### src/rtl/dttf_pkg.sv
// ----------------------------------------------------------------------------
// dttf_pkg
// Types and character constants shared by the decimal text parser modules.
// ----------------------------------------------------------------------------
package dttf_pkg;

    localparam int RES_BITS = 64;

    localparam logic [7:0] CH_ZERO  = 8'h30;
    localparam logic [7:0] CH_FIVE  = 8'h35;
    localparam logic [7:0] CH_NINE  = 8'h39;
    localparam logic [7:0] CH_MINUS = 8'h2D;
    localparam logic [7:0] CH_PLUS  = 8'h2B;
    localparam logic [7:0] CH_SPACE = 8'h20;
    localparam logic [7:0] CH_TAB   = 8'h09;
    localparam logic [7:0] CH_CR    = 8'h0D;

    localparam logic [1:0] CFG_DECIMAL = 2'd0;
    localparam logic [1:0] CFG_FRAC    = 2'd1;
    localparam logic [1:0] CFG_SIGNED  = 2'd2;

    typedef struct packed {
        logic [7:0] char_code;
        logic       string_end;
    } t_req;

    typedef struct packed {
        logic [RES_BITS-1:0] value;
        logic                overflow;
    } t_res;

    typedef struct packed {
        logic       digit_en;
        logic       round_en;
        logic       last;
        logic [3:0] digit;
        logic [4:0] pad;
        logic       negative;
    } t_op;

endpackage

### src/rtl/decimal_text_to_fixed_point.sv
// ----------------------------------------------------------------------------
// decimal_text_to_fixed_point
// Parses an ASCII decimal string, one character per request, into a
// saturating fixed-point value with a configurable number of fraction digits.
// ----------------------------------------------------------------------------
// Throughput: one character per cycle while the operation queue is not full;
//   a string end makes the accumulator pad the missing fraction digits with
//   zeros before it registers the result, and it takes no new operations
//   until the result is written.
// Reset: synchronous, clears parse state and queue, and restores the
//   configuration to decimal character 46, three fraction digits, unsigned.
// ----------------------------------------------------------------------------
module decimal_text_to_fixed_point #(
    parameter int VALUE_BITS  = 64,
    parameter int QUEUE_DEPTH = 4
) (
    input  logic           i_clk,
    input  logic           i_rst_n,
    input  logic           i_cfg_we,
    input  logic [1:0]     i_cfg_idx,
    input  logic [7:0]     i_cfg_data,
    input  logic           i_in_valid,
    output logic           o_in_stall,
    input  dttf_pkg::t_req i_req,
    output logic           o_out_valid,
    input  logic           i_out_stall,
    output dttf_pkg::t_res o_res
);
    import dttf_pkg::*;

    logic full, push, q_valid, pop;
    t_op  push_op, q_op;

    dttf_front u_front (
        .i_clk      (i_clk),
        .i_rst_n    (i_rst_n),
        .i_cfg_we   (i_cfg_we),
        .i_cfg_idx  (i_cfg_idx),
        .i_cfg_data (i_cfg_data),
        .i_in_valid (i_in_valid),
        .o_in_stall (o_in_stall),
        .i_req      (i_req),
        .i_full     (full),
        .o_push     (push),
        .o_op       (push_op)
    );

    dttf_fifo #(
        .DEPTH (QUEUE_DEPTH)
    ) u_fifo (
        .i_clk   (i_clk),
        .i_rst_n (i_rst_n),
        .i_push  (push),
        .i_op    (push_op),
        .o_full  (full),
        .i_pop   (pop),
        .o_valid (q_valid),
        .o_op    (q_op)
    );

    dttf_back #(
        .VALUE_BITS (VALUE_BITS)
    ) u_back (
        .i_clk       (i_clk),
        .i_rst_n     (i_rst_n),
        .i_op_valid  (q_valid),
        .i_op        (q_op),
        .o_pop       (pop),
        .o_out_valid (o_out_valid),
        .i_out_stall (i_out_stall),
        .o_res       (o_res)
    );

endmodule

### src/rtl/dttf_front.sv
// ----------------------------------------------------------------------------
// dttf_front
// Configuration registers and the character classifier. Tracks the parse
// phase and issues accumulate, round and finish operations to the queue.
// ----------------------------------------------------------------------------
module dttf_front (
    input  logic              i_clk,
    input  logic              i_rst_n,
    input  logic              i_cfg_we,
    input  logic [1:0]        i_cfg_idx,
    input  logic [7:0]        i_cfg_data,
    input  logic              i_in_valid,
    output logic              o_in_stall,
    input  dttf_pkg::t_req    i_req,
    input  logic              i_full,
    output logic              o_push,
    output dttf_pkg::t_op     o_op
);
    import dttf_pkg::*;

    localparam logic [2:0] PH_LEAD   = 3'd0;
    localparam logic [2:0] PH_SIGNED = 3'd1;
    localparam logic [2:0] PH_INT    = 3'd2;
    localparam logic [2:0] PH_FRAC   = 3'd3;
    localparam logic [2:0] PH_DONE   = 3'd4;

    logic [7:0] r_dec_char;
    logic [4:0] r_frac_digits;
    logic       r_signed_mode;

    logic [2:0] r_phase, n_phase;
    logic [4:0] r_frac_left, n_frac_left;
    logic       r_negative, n_negative;

    logic [7:0] c;
    logic       accept;
    logic       is_space, is_digit, is_dec, is_high;
    logic       dig_en, rnd_en;

    assign c        = i_req.char_code;
    assign accept   = i_in_valid && !o_in_stall;
    assign is_space = c inside {CH_SPACE, [CH_TAB:CH_CR]};
    assign is_digit = c inside {[CH_ZERO:CH_NINE]};
    assign is_high  = c inside {[CH_FIVE:CH_NINE]};
    assign is_dec   = (c == r_dec_char);

    assign o_in_stall = i_full;

    always_ff @(posedge i_clk) begin
        if (!i_rst_n) begin
            r_dec_char    <= 8'd46;
            r_frac_digits <= 5'd3;
            r_signed_mode <= 1'b0;
        end else if (i_cfg_we) begin
            case (i_cfg_idx)
                CFG_DECIMAL: r_dec_char    <= i_cfg_data;
                CFG_FRAC:    r_frac_digits <= i_cfg_data[4:0];
                CFG_SIGNED:  r_signed_mode <= i_cfg_data[0];
                default: begin
                end
            endcase
        end
    end

    always_comb begin
        n_phase     = r_phase;
        n_frac_left = r_frac_left;
        n_negative  = r_negative;
        dig_en      = 1'b0;
        rnd_en      = 1'b0;
        case (r_phase)
            PH_LEAD, PH_SIGNED: begin
                if (r_phase == PH_LEAD) begin
                    n_frac_left = r_frac_digits;
                end
                if (is_space) begin
                    n_phase = r_phase;
                end else if (r_phase == PH_LEAD && r_signed_mode && c == CH_MINUS) begin
                    n_negative = 1'b1;
                    n_phase    = PH_SIGNED;
                end else if (c == CH_PLUS) begin
                    n_phase = PH_INT;
                end else if (is_digit) begin
                    dig_en  = 1'b1;
                    n_phase = PH_INT;
                end else if (is_dec) begin
                    n_phase = PH_FRAC;
                end else begin
                    n_phase = PH_DONE;
                end
            end
            PH_INT: begin
                if (is_digit) begin
                    dig_en = 1'b1;
                end else if (is_dec) begin
                    n_phase = PH_FRAC;
                end else begin
                    n_phase = PH_DONE;
                end
            end
            PH_FRAC: begin
                if (r_frac_left != 5'd0) begin
                    if (is_digit) begin
                        dig_en      = 1'b1;
                        n_frac_left = r_frac_left - 5'd1;
                    end else begin
                        n_phase = PH_DONE;
                    end
                end else begin
                    rnd_en  = is_high;
                    n_phase = PH_DONE;
                end
            end
            default: begin
                n_phase = PH_DONE;
            end
        endcase
    end

    assign o_push         = accept && (dig_en || rnd_en || i_req.string_end);
    assign o_op.digit_en  = dig_en;
    assign o_op.round_en  = rnd_en;
    assign o_op.last      = i_req.string_end;
    assign o_op.digit     = 4'(c - CH_ZERO);
    assign o_op.pad       = n_frac_left;
    assign o_op.negative  = n_negative;

    always_ff @(posedge i_clk) begin
        if (!i_rst_n) begin
            r_phase     <= PH_LEAD;
            r_frac_left <= 5'd0;
            r_negative  <= 1'b0;
        end else if (accept) begin
            if (i_req.string_end) begin
                r_phase     <= PH_LEAD;
                r_frac_left <= 5'd0;
                r_negative  <= 1'b0;
            end else begin
                r_phase     <= n_phase;
                r_frac_left <= n_frac_left;
                r_negative  <= n_negative;
            end
        end
    end

endmodule

### src/rtl/dttf_fifo.sv
// ----------------------------------------------------------------------------
// dttf_fifo
// Small register queue of operations between the classifier and the
// accumulator.
// ----------------------------------------------------------------------------
module dttf_fifo #(
    parameter int DEPTH = 4
) (
    input  logic           i_clk,
    input  logic           i_rst_n,
    input  logic           i_push,
    input  dttf_pkg::t_op  i_op,
    output logic           o_full,
    input  logic           i_pop,
    output logic           o_valid,
    output dttf_pkg::t_op  o_op
);
    import dttf_pkg::*;

    localparam int PW = $clog2(DEPTH);
    localparam int CW = $clog2(DEPTH + 1);

    t_op           r_mem [DEPTH];
    logic [PW-1:0] r_wr, r_rd;
    logic [CW-1:0] r_count;
    logic          do_push, do_pop;

    assign o_full  = (r_count == CW'(DEPTH));
    assign o_valid = (r_count != '0);
    assign o_op    = r_mem[r_rd];
    assign do_push = i_push && !o_full;
    assign do_pop  = i_pop && o_valid;

    always_ff @(posedge i_clk) begin
        if (do_push) begin
            r_mem[r_wr] <= i_op;
        end
    end

    always_ff @(posedge i_clk) begin
        if (!i_rst_n) begin
            r_wr    <= '0;
            r_rd    <= '0;
            r_count <= '0;
        end else begin
            if (do_push) begin
                r_wr <= (r_wr == PW'(DEPTH - 1)) ? '0 : r_wr + 1'b1;
            end
            if (do_pop) begin
                r_rd <= (r_rd == PW'(DEPTH - 1)) ? '0 : r_rd + 1'b1;
            end
            if (do_push && !do_pop) begin
                r_count <= r_count + 1'b1;
            end else if (do_pop && !do_push) begin
                r_count <= r_count - 1'b1;
            end
        end
    end

endmodule

### src/rtl/dttf_back.sv
// ----------------------------------------------------------------------------
// dttf_back
// Accumulator: multiply by ten and add, rounding, zero padding of missing
// fraction digits, saturation, sign and the registered result.
// ----------------------------------------------------------------------------
module dttf_back #(
    parameter int VALUE_BITS = 64
) (
    input  logic           i_clk,
    input  logic           i_rst_n,
    input  logic           i_op_valid,
    input  dttf_pkg::t_op  i_op,
    output logic           o_pop,
    output logic           o_out_valid,
    input  logic           i_out_stall,
    output dttf_pkg::t_res o_res
);
    import dttf_pkg::*;

    localparam int WB = VALUE_BITS + 4;

    logic [VALUE_BITS-1:0] r_acc, n_acc;
    logic                  r_ovf, n_ovf;
    logic                  r_fin, n_fin;
    logic                  r_neg, n_neg;
    logic [4:0]            r_pad, n_pad;
    logic                  r_out_valid, n_out_valid;
    t_res                  r_res, n_res;

    logic [WB-1:0]         acc_w, mul;
    logic [3:0]            add_digit;
    logic                  mul_ovf;
    logic                  do_finish;
    logic [VALUE_BITS-1:0] ones, res_v;

    assign ones      = '1;
    assign o_pop     = i_op_valid && !r_fin;
    assign add_digit = o_pop ? i_op.digit : 4'd0;
    assign acc_w     = WB'(r_acc);
    assign mul       = (acc_w << 3) + (acc_w << 1) + WB'(add_digit);
    assign mul_ovf   = |mul[WB-1:VALUE_BITS];
    assign do_finish = r_fin && (r_pad == 5'd0) && (!r_out_valid || !i_out_stall);

    always_comb begin
        if (r_ovf) begin
            res_v = ones;
        end else if (r_neg) begin
            res_v = '0 - r_acc;
        end else begin
            res_v = r_acc;
        end
    end

    always_comb begin
        n_acc       = r_acc;
        n_ovf       = r_ovf;
        n_fin       = r_fin;
        n_neg       = r_neg;
        n_pad       = r_pad;
        n_out_valid = r_out_valid && i_out_stall;
        n_res       = r_res;
        if (o_pop) begin
            if (i_op.digit_en && !r_ovf) begin
                if (mul_ovf) begin
                    n_acc = ones;
                    n_ovf = 1'b1;
                end else begin
                    n_acc = mul[VALUE_BITS-1:0];
                end
            end
            if (i_op.round_en && !r_ovf) begin
                if (r_acc == ones) begin
                    n_ovf = 1'b1;
                end else begin
                    n_acc = r_acc + 1'b1;
                end
            end
            if (i_op.last) begin
                n_fin = 1'b1;
                n_pad = i_op.pad;
                n_neg = i_op.negative;
            end
        end else if (r_fin && r_pad != 5'd0) begin
            n_pad = r_pad - 5'd1;
            if (!r_ovf) begin
                if (mul_ovf) begin
                    n_acc = ones;
                    n_ovf = 1'b1;
                end else begin
                    n_acc = mul[VALUE_BITS-1:0];
                end
            end
        end else if (do_finish) begin
            n_out_valid                  = 1'b1;
            n_res.value                  = '0;
            n_res.value[VALUE_BITS-1:0]  = res_v;
            n_res.overflow               = r_ovf;
            n_acc                        = '0;
            n_ovf                        = 1'b0;
            n_neg                        = 1'b0;
            n_fin                        = 1'b0;
        end
    end

    always_ff @(posedge i_clk) begin
        if (!i_rst_n) begin
            r_acc       <= '0;
            r_ovf       <= 1'b0;
            r_fin       <= 1'b0;
            r_neg       <= 1'b0;
            r_pad       <= 5'd0;
            r_out_valid <= 1'b0;
        end else begin
            r_acc       <= n_acc;
            r_ovf       <= n_ovf;
            r_fin       <= n_fin;
            r_neg       <= n_neg;
            r_pad       <= n_pad;
            r_out_valid <= n_out_valid;
        end
    end

    always_ff @(posedge i_clk) begin
        r_res <= n_res;
    end

    assign o_out_valid = r_out_valid;
    assign o_res       = r_res;

    a_no_pop_while_finishing: assert property (@(posedge i_clk) disable iff (!i_rst_n)
        r_fin |-> !o_pop)
        else $error("operation taken while a string is being finished");

    a_overflow_sticks: assert property (@(posedge i_clk) disable iff (!i_rst_n)
        (r_ovf && !do_finish) |=> r_ovf)
        else $error("overflow cleared before the result was written");

    a_pad_counts_down: assert property (@(posedge i_clk) disable iff (!i_rst_n)
        (r_fin && r_pad != 5'd0) |=> (r_fin && r_pad == $past(r_pad) - 5'd1))
        else $error("padding count did not step down");

    a_result_after_finish: assert property (@(posedge i_clk) disable iff (!i_rst_n)
        do_finish |=> (r_out_valid && !r_fin && r_acc == '0))
        else $error("finish did not load the result and clear the accumulator");

endmodule
### config.mk
export PLATFORM = sky130hd
export DESIGN_NAME = decimal_text_to_fixed_point
export DESIGN_NICKNAME = d
export VERILOG_FILES = /design/src/rtl/dttf_pkg.sv /design/src/rtl/decimal_text_to_fixed_point.sv /design/src/rtl/dttf_front.sv /design/src/rtl/dttf_fifo.sv /design/src/rtl/dttf_back.sv
export SDC_FILE = /design/constraint.sdc
export NUM_CORES = 1
export LEC_CHECK = 0
export BUFFER_PORTS_ARGS = -buffer_cell sky130_fd_sc_hd__buf_2
export CORE_ASPECT_RATIO = 1.1
export CORE_MARGIN = 2
export CORE_UTILIZATION = 63
export CTS_BUF_LIST = sky130_fd_sc_hd__clkbuf_4 sky130_fd_sc_hd__clkbuf_8 sky130_fd_sc_hd__clkbuf_16
export DETAILED_ROUTE_END_ITERATION = 8
export PLACE_DENSITY = 0.82
export SLEW_MARGIN = 30
export SYNTH_ARGS = -nofsm -noshare
export SYNTH_HDL_FRONTEND = slang
export SYNTH_SLANG_ARGS = --single-unit
### constraint.sdc
create_clock -name i_clk -period 7.38 [get_ports i_clk]
set_clock_uncertainty 0.1 [all_clocks]
set_input_delay 0.369 -clock i_clk [delete_from_list [all_inputs] [get_ports i_clk]]
set_output_delay 0.369 -clock i_clk [all_outputs]
set_load 0.01 [all_outputs]
**Word level (Yosys, flattened, before mapping)**

Memories as Yosys holds them, arrays and structs flattened. A register that Yosys moved wholly into a read port is not among the register bits.
Cells that the tools add are included.

- Register bits after elaboration: 168
- Bits in writable memories: 52
- Input port bits: 24
- Output and inout port bits: 67
- Logic and storage cells: 169
- Memories: 1

Memories:

| memory | words | bits a word | read ports | clocked after memory_dff | wr ports | line | source |
|---|---|---|---|---|---|---|---|
| u_fifo.r_mem | 4 | 13 | 1 | 1 | 1 | dttf_fifo.sv:23 | `t_op r_mem [DEPTH];` |

- Add/sub/neg operators: 11
- Magnitude comparators: 5
- Eq/ne operators: 19
- Muxes and demuxes: 65
- Bitwise operators: 2
- Reduce and logical (&&, ||, !) cells: 49

Operator list:

| operator | count |
|---|---|
| 64-bit two-way mux | 9 |
| 67-bit by 65-bit adder with 68-bit output | 1 |
| 68-bit by 4-bit adder with 68-bit output | 1 |
| 64-bit by 1-bit adder with 64-bit output (second input constant) | 1 |
| 64-bit == test (second input constant) | 1 |
| 1-bit by 64-bit subtractor with 64-bit output (first input constant) | 1 |
| 5-bit two-way mux | 7 |
| 3-bit two-way mux | 11 |
| 1-bit two-way mux | 30 |
| 8-bit by 6-bit == test with 1-bit output (second input constant) | 3 |
| 1-bit logical AND | 18 |
| 8-bit by 6-bit >= comparator with 1-bit output (second input constant) | 2 |
| 5-bit one-hot mux with 2 select lines | 1 |
| 2-bit AND reduction | 5 |
| 5-bit nonzero test | 2 |
| 5-bit by 1-bit subtractor with 5-bit output (second input constant) | 2 |
| 3-bit one-hot mux with 3 select lines | 1 |
| 8-bit == test | 1 |
| 8-bit by 4-bit >= comparator with 1-bit output (second input constant) | 1 |
| 8-bit by 4-bit <= comparator with 1-bit output (second input constant) | 1 |
| 8-bit by 6-bit <= comparator with 1-bit output (second input constant) | 1 |
| 2-bit two-way mux | 4 |
| 2-bit nonzero test | 4 |
| 1-bit logical NOT | 7 |
| other kinds (26) | 36 |

**Longest topological paths before layout**

- Word-level depth: 15
- Mapped depth: 23
- Mapped depth without buffers: 18

**Modules after synthesis**

From an unflattened synthesis, not the netlist that was laid out.

- Cells, all modules: 2201
- Area, all modules: 18114.9 µm²

Modules (own cells, without submodules):

| module | times used | cells each | area each (µm²) | sequential area each (µm²) |
|---|---|---|---|---|
| dttf_back | 1 | 1887 | 14087.3 | 3413.3 |
| dttf_fifo | 1 | 118 | 2399.8 | 1741.7 |
| dttf_front | 1 | 196 | 1627.8 | 460.4 |

**Worst setup path after synthesis**

OpenSTA, ideal clock, no wires.

- Path kind: register -> register
- Start point: register with a tool-made name
- End point: register u_back.r_acc[13]
- Library setup time: 0.131 ns
- Data arrival time: 4.977 ns
- Data required time: 7.149 ns
- Path slack: 2.172 ns
- Stages on the path, launching flop included: 19
- Buffers on the path: 3
- Clock period less this slack: 5.208 ns
- Cells stage by stage: dfxtp_1 buf_1 mux4_2 and2_1 fa_1 ha_1 a211oi_1 nor2_1 o31ai_2 o211ai_2 a31o_2 a21bo_2 a311oi_2 a211oi_1 or3_1 buf_2 buf_6 a2111oi_0 nor3_1

RTL lines:

| what | line | source |
|---|---|---|
| end signal: assignment | dttf_back.sv:114 | `r_acc <= n_acc;` |
| end: declaration | dttf_back.sv:22 | `logic [VALUE_BITS-1:0] r_acc, n_acc;` |

==> out/results.txt <==
In the post-route analysis, the smallest setup slack over all paths is 1.381 ns. The post-synthesis instance area was 0.01779 sq mm; the final critical path time including I/O delays and setup was 5.999 ns. The adder and majority cell fraction of the synthesized area is 0.1004, and the number of distinct library cells after synthesis is 82.

The post-synthesis register bit count was 222. The fmax is 166.7 MHz. The worst hold path belongs to the class in2reg. The share of total power consumed by net switching came out at 0.4998.

The detailed router finished its first iteration with 2174 violations. The run gives 0.9756 as the final weighted congestion in routability-driven placement. The count of buffers inserted at the top-level ports is 90, and the instance area after placement is 0.01824 sq mm. Counting the fill cells in the layout gives 2229. The overall via count from detail_route is 17530. The ratio of routed vias to standard cells came out at 6.877. Entering global routing, the biggest net connects 68 pins.

Worst setup path category: reg2reg. STA puts the critical path data arrival time at 6.35 ns. The commonest cells after synthesis are sky130_fd_sc_hd__nand2_1, sky130_fd_sc_hd__a21oi_1, sky130_fd_sc_hd__o21ai_0.

The clock network latency to the later pin of the worst-skew pair is 0.55 ns, and the combinational power share is 0.556. For this run, design rule violations remaining after detail routing come to 0. The share of the synthesized area in compound gates (AO/OA/AOI/OAI) was 0.2451. Category of the worst setup path capture point: a flip-flop. Setup repair after global routing left no endpoint under its margin.

The run gives 0 as the initial antenna violation count. In the post-synthesis netlist, the cell with the most instances is sky130_fd_sc_hd__nand2_1. The run gives 91 as the number of placed I/O pins.

The placed wire-length estimate after detailed placement came out at 41.67 mm. Yosys printed 0 warnings. Timing analysis after detailed placement gives a worst setup slack of 1.534 ns.

The async set or reset register ratio after synthesis was 0. The run finished with clean final reports. The longest clock path from root to sink contains 3 buffers. By area the synthesized netlist is led by sky130_fd_sc_hd__edfxtp_1, sky130_fd_sc_hd__dfxtp_1, sky130_fd_sc_hd__ha_1. The logs give 0 for the number of max-slew violations in the final report and 0 for the final count of hold timing violations. The total core area was 0.02779 sq mm. Across the run, the number of max-cap violations was 0. The die is 164.2 um wide. The tools report the starting density of the core as 0.6404. The instance count along the most critical hold path is 1, and the number of nets with antenna violations after routing is 0. The first global-routing pass estimated 86.97 mm of wire. The area share of the largest cell type after synthesis is 0.1974. A synthesized cell averages 8.155 sq um. The post-detailed-route wirelength per cell is 21.93 um. Power spread over the standard cell area amounts to 402.1 mW/mm^2. From bottom edge to top edge, the die measures 180.3 um. The sequential share of power was 0.284. The worst slew margin relative to its limit is 0.3243, and the post-synthesis share of cell area spent on and, or, nand and nor gates is 0.2056. The run gives 7.74 ns as the data required time of the worst path.

The gate count after technology mapping was 2182; the total congestion overflow after global routing was 0. For the met2 track utilization from global routing, the log shows 0.5593. The biggest area consumer among synthesized cells is sky130_fd_sc_hd__edfxtp_1. In this design, the stage delay of the slowest critical-path cell is 0.73 ns. The synthesized design contains 117 enable-type register cells. The startpoint identified for the worst hold timing path is i_req[0]. For the part of the total power dissipated in the clock network, the log shows 0.160.

The flip-flop cell with the highest count after synthesis is sky130_fd_sc_hd__edfxtp_1. The mux share of post-synthesis cell area was 0.02679; the cell count along the critical path was 17. The post-synthesis sequential area ratio is 0.3156, and the number of nets in the finished design is 2333. Largest delay contributor family on the critical path: compound AO/OA/AOI/OAI gates.

The number of cells on the worst reg-to-reg path is 17. The tools report the area enclosed by the die boundary as 0.02961 sq mm. The clock-pin transition on the worst setup and hold timing paths came out at 0.07 ns. The design draws 7.689 mW. The xor and xnor fraction of the mapped netlist area was 0.06005; the total setup violations reported at the end of the flow was 0. Traced cell by cell, the critical path runs through buf_4 -> mux4_2 -> and2_1 -> fa_1 -> inv_1 -> fa_1 -> nor2b_1 -> o31a_1 -> o31a_1 -> o21ai_0 -> a21oi_1 -> o211ai_1 -> a211oi_1 -> or3_1 -> buf_4 -> a21oi_1 -> a31oi_1. The element type at the critical path start is a flip-flop. After routing the design area is 0.01912 sq mm.

The measured slew at the worst slew-check pin works out to 0.9995 ns. TritonCTS created 24 clock buffers. For the global routing met1 resource utilization, the log shows 0.5304. The end of the worst register-to-register path is u_back.r_acc[27]. The most used routing layer in global routing is met2. The root buffer cell chosen for the clock tree is sky130_fd_sc_hd__clkbuf_16. The floorplan has 64 rows.

The area of the multi-input gates came out at 0.01137 sq mm. The first detailed-routing pass took 8 iterations. The met3 demand-to-capacity share in global routing is 0.05109, and the post-cts gate resize count is 0. The tools report the summed negative setup slack over all endpoints as 0 ns.

TritonCTS built the clock tree. The internal power was 3.846 mW; the total routing usage reported by global routing was 0.3683. Across the VDD grid, the largest voltage drop is 344.4 uV. For the number of levels the H-tree was split into, the log shows 1. For the via count of the first global-routing pass, the log shows 15913.

The tools report the detailed-route wire length as 55.90 mm. 0 antenna diodes ended up in the layout. When the netlist entered floorplanning its net count stood at 2347.

The share of post-route cells with drive strength above 1 came out at 0.1002. For hold timing, the worst endpoint is u_fifo.r_mem[0][10]. The standard cell with the maximum stage delay on the critical path was sky130_fd_sc_hd__or3_1.

Of all nets on the critical path, the largest fanout is 30. The synthesis-to-finish area growth is 7.453%, and the register-to-register setup slack is 1.38 ns. The area taken by flip-flops and latches came out at 0.005617 sq mm.

The share of the clock period used by the worst path after layout is 0.8129. Together, buffers and inverters on the worst path number 3. The analysis attributes to cell leakage a power of 7.759 nW. The logs give 222 for the number of sinks on the clock net and 0 for the post-CTS setup buffer count. By area, the combinational part of the netlist is dominated by compound AO/OA/AOI/OAI gates.

The net switching power of the design was 3.843 mW.
-- cells in the final DEF (no fill, tap or decap), drive strengths merged, types with 46 or more instances in the layout --
cell type / instances
nand3: 64
o21ai: 216
ha: 138
nand4: 56
nor2: 168
nand2: 245
a21oi: 213
buf: 115
inv: 46
edfxtp: 117
xor2: 77
dfxtp: 105
nor3: 63
-- worst max-delay path by stage --
stage	from	endpoint	slack (ns)
6_report	flip-flop	u_back.r_acc[27]	1.38
3_5_place_dp	flip-flop	u_back.r_acc[27]	1.53
2_1_floorplan	flip-flop	u_back.r_acc[13]	2.17
5_1_grt	flip-flop	u_back.r_acc[26]	0.99
3_3_place_gp	flip-flop	u_back.r_acc[13]	1.74
4_1_cts	flip-flop	u_back.r_acc[27]	1.49
-- layout make-up --
class                   instances  share of cell area
repair buffers                123             0.03756
clock buffers                  31             0.03416
multi-input cells            1754              0.5949
well taps                     363             0.02375
inverters                      43            0.008441
clock inverters                13            0.007460
flip-flops and latches        222              0.2937
-- cells by family after synthesis --
logic type,Yosys count
and+or+nand+nor,752
AOI/OAI and AO/OA,708
DFF,222
buffers and inverters,206
adders and majority gates,141
xor gates and xnor gates,122
muxes,31
-- stage by stage --
stage,utilization,hold slack [ns],instances
3_3_place_gp,0.6564,0.3723,2497
6_report,0.6881,0.03975,2549
3_5_place_dp,0.6564,0.3667,2497
4_1_cts,0.6879,0.03571,2549
2_1_floorplan,-,0.3405,2182
5_1_grt,0.6881,0.04950,2549
-- per-layer routing --
layer | wire [um] | part of all wire | vias to the layer above
li1 | - | - | 8108
met1 | 23200 | 0.41 | 8149
met2 | 24240 | 0.43 | 1101
met3 | 6043 | 0.11 | 172
met4 | 2423 | 0.043 | 0
met5 | 0 | 0 | -
-- sequential cells by signal, indices dropped and copies added, names as in the netlist, named ones only --
register               count
u_front.r_negative         1
u_fifo.r_wr                2
u_back.r_ovf               1
u_fifo.r_rd                2
u_back.o_res              65
u_back.r_pad               5
u_back.o_out_valid         1
u_back.r_acc              64
u_front.r_signed_mode      1
u_front.r_frac_left        5
u_back.r_neg               1
u_front.r_dec_char         8
u_front.r_frac_digits      5
u_front.r_phase            3
u_fifo.r_mem              52
u_fifo.r_count             3
u_back.r_fin               1
-- power groups by stage --
stage               registers (mW)  clock network (mW)  logic [mW]
floorplan                     1.94                   0        3.15
global placement              2.15                   0        4.01
detailed placement            2.17                   0        4.12
CTS                           2.15                1.23        4.16
global route                  2.21                1.27        4.67
finish                        2.18                1.23        4.28
-- repair_timing --
item	in CTS	in global routing
hold endpoints to repair	12	0
hold buffers	8	0
endpoints found under the setup margin	0	0
Note: power is estimated with default switching activity, not from simulation.
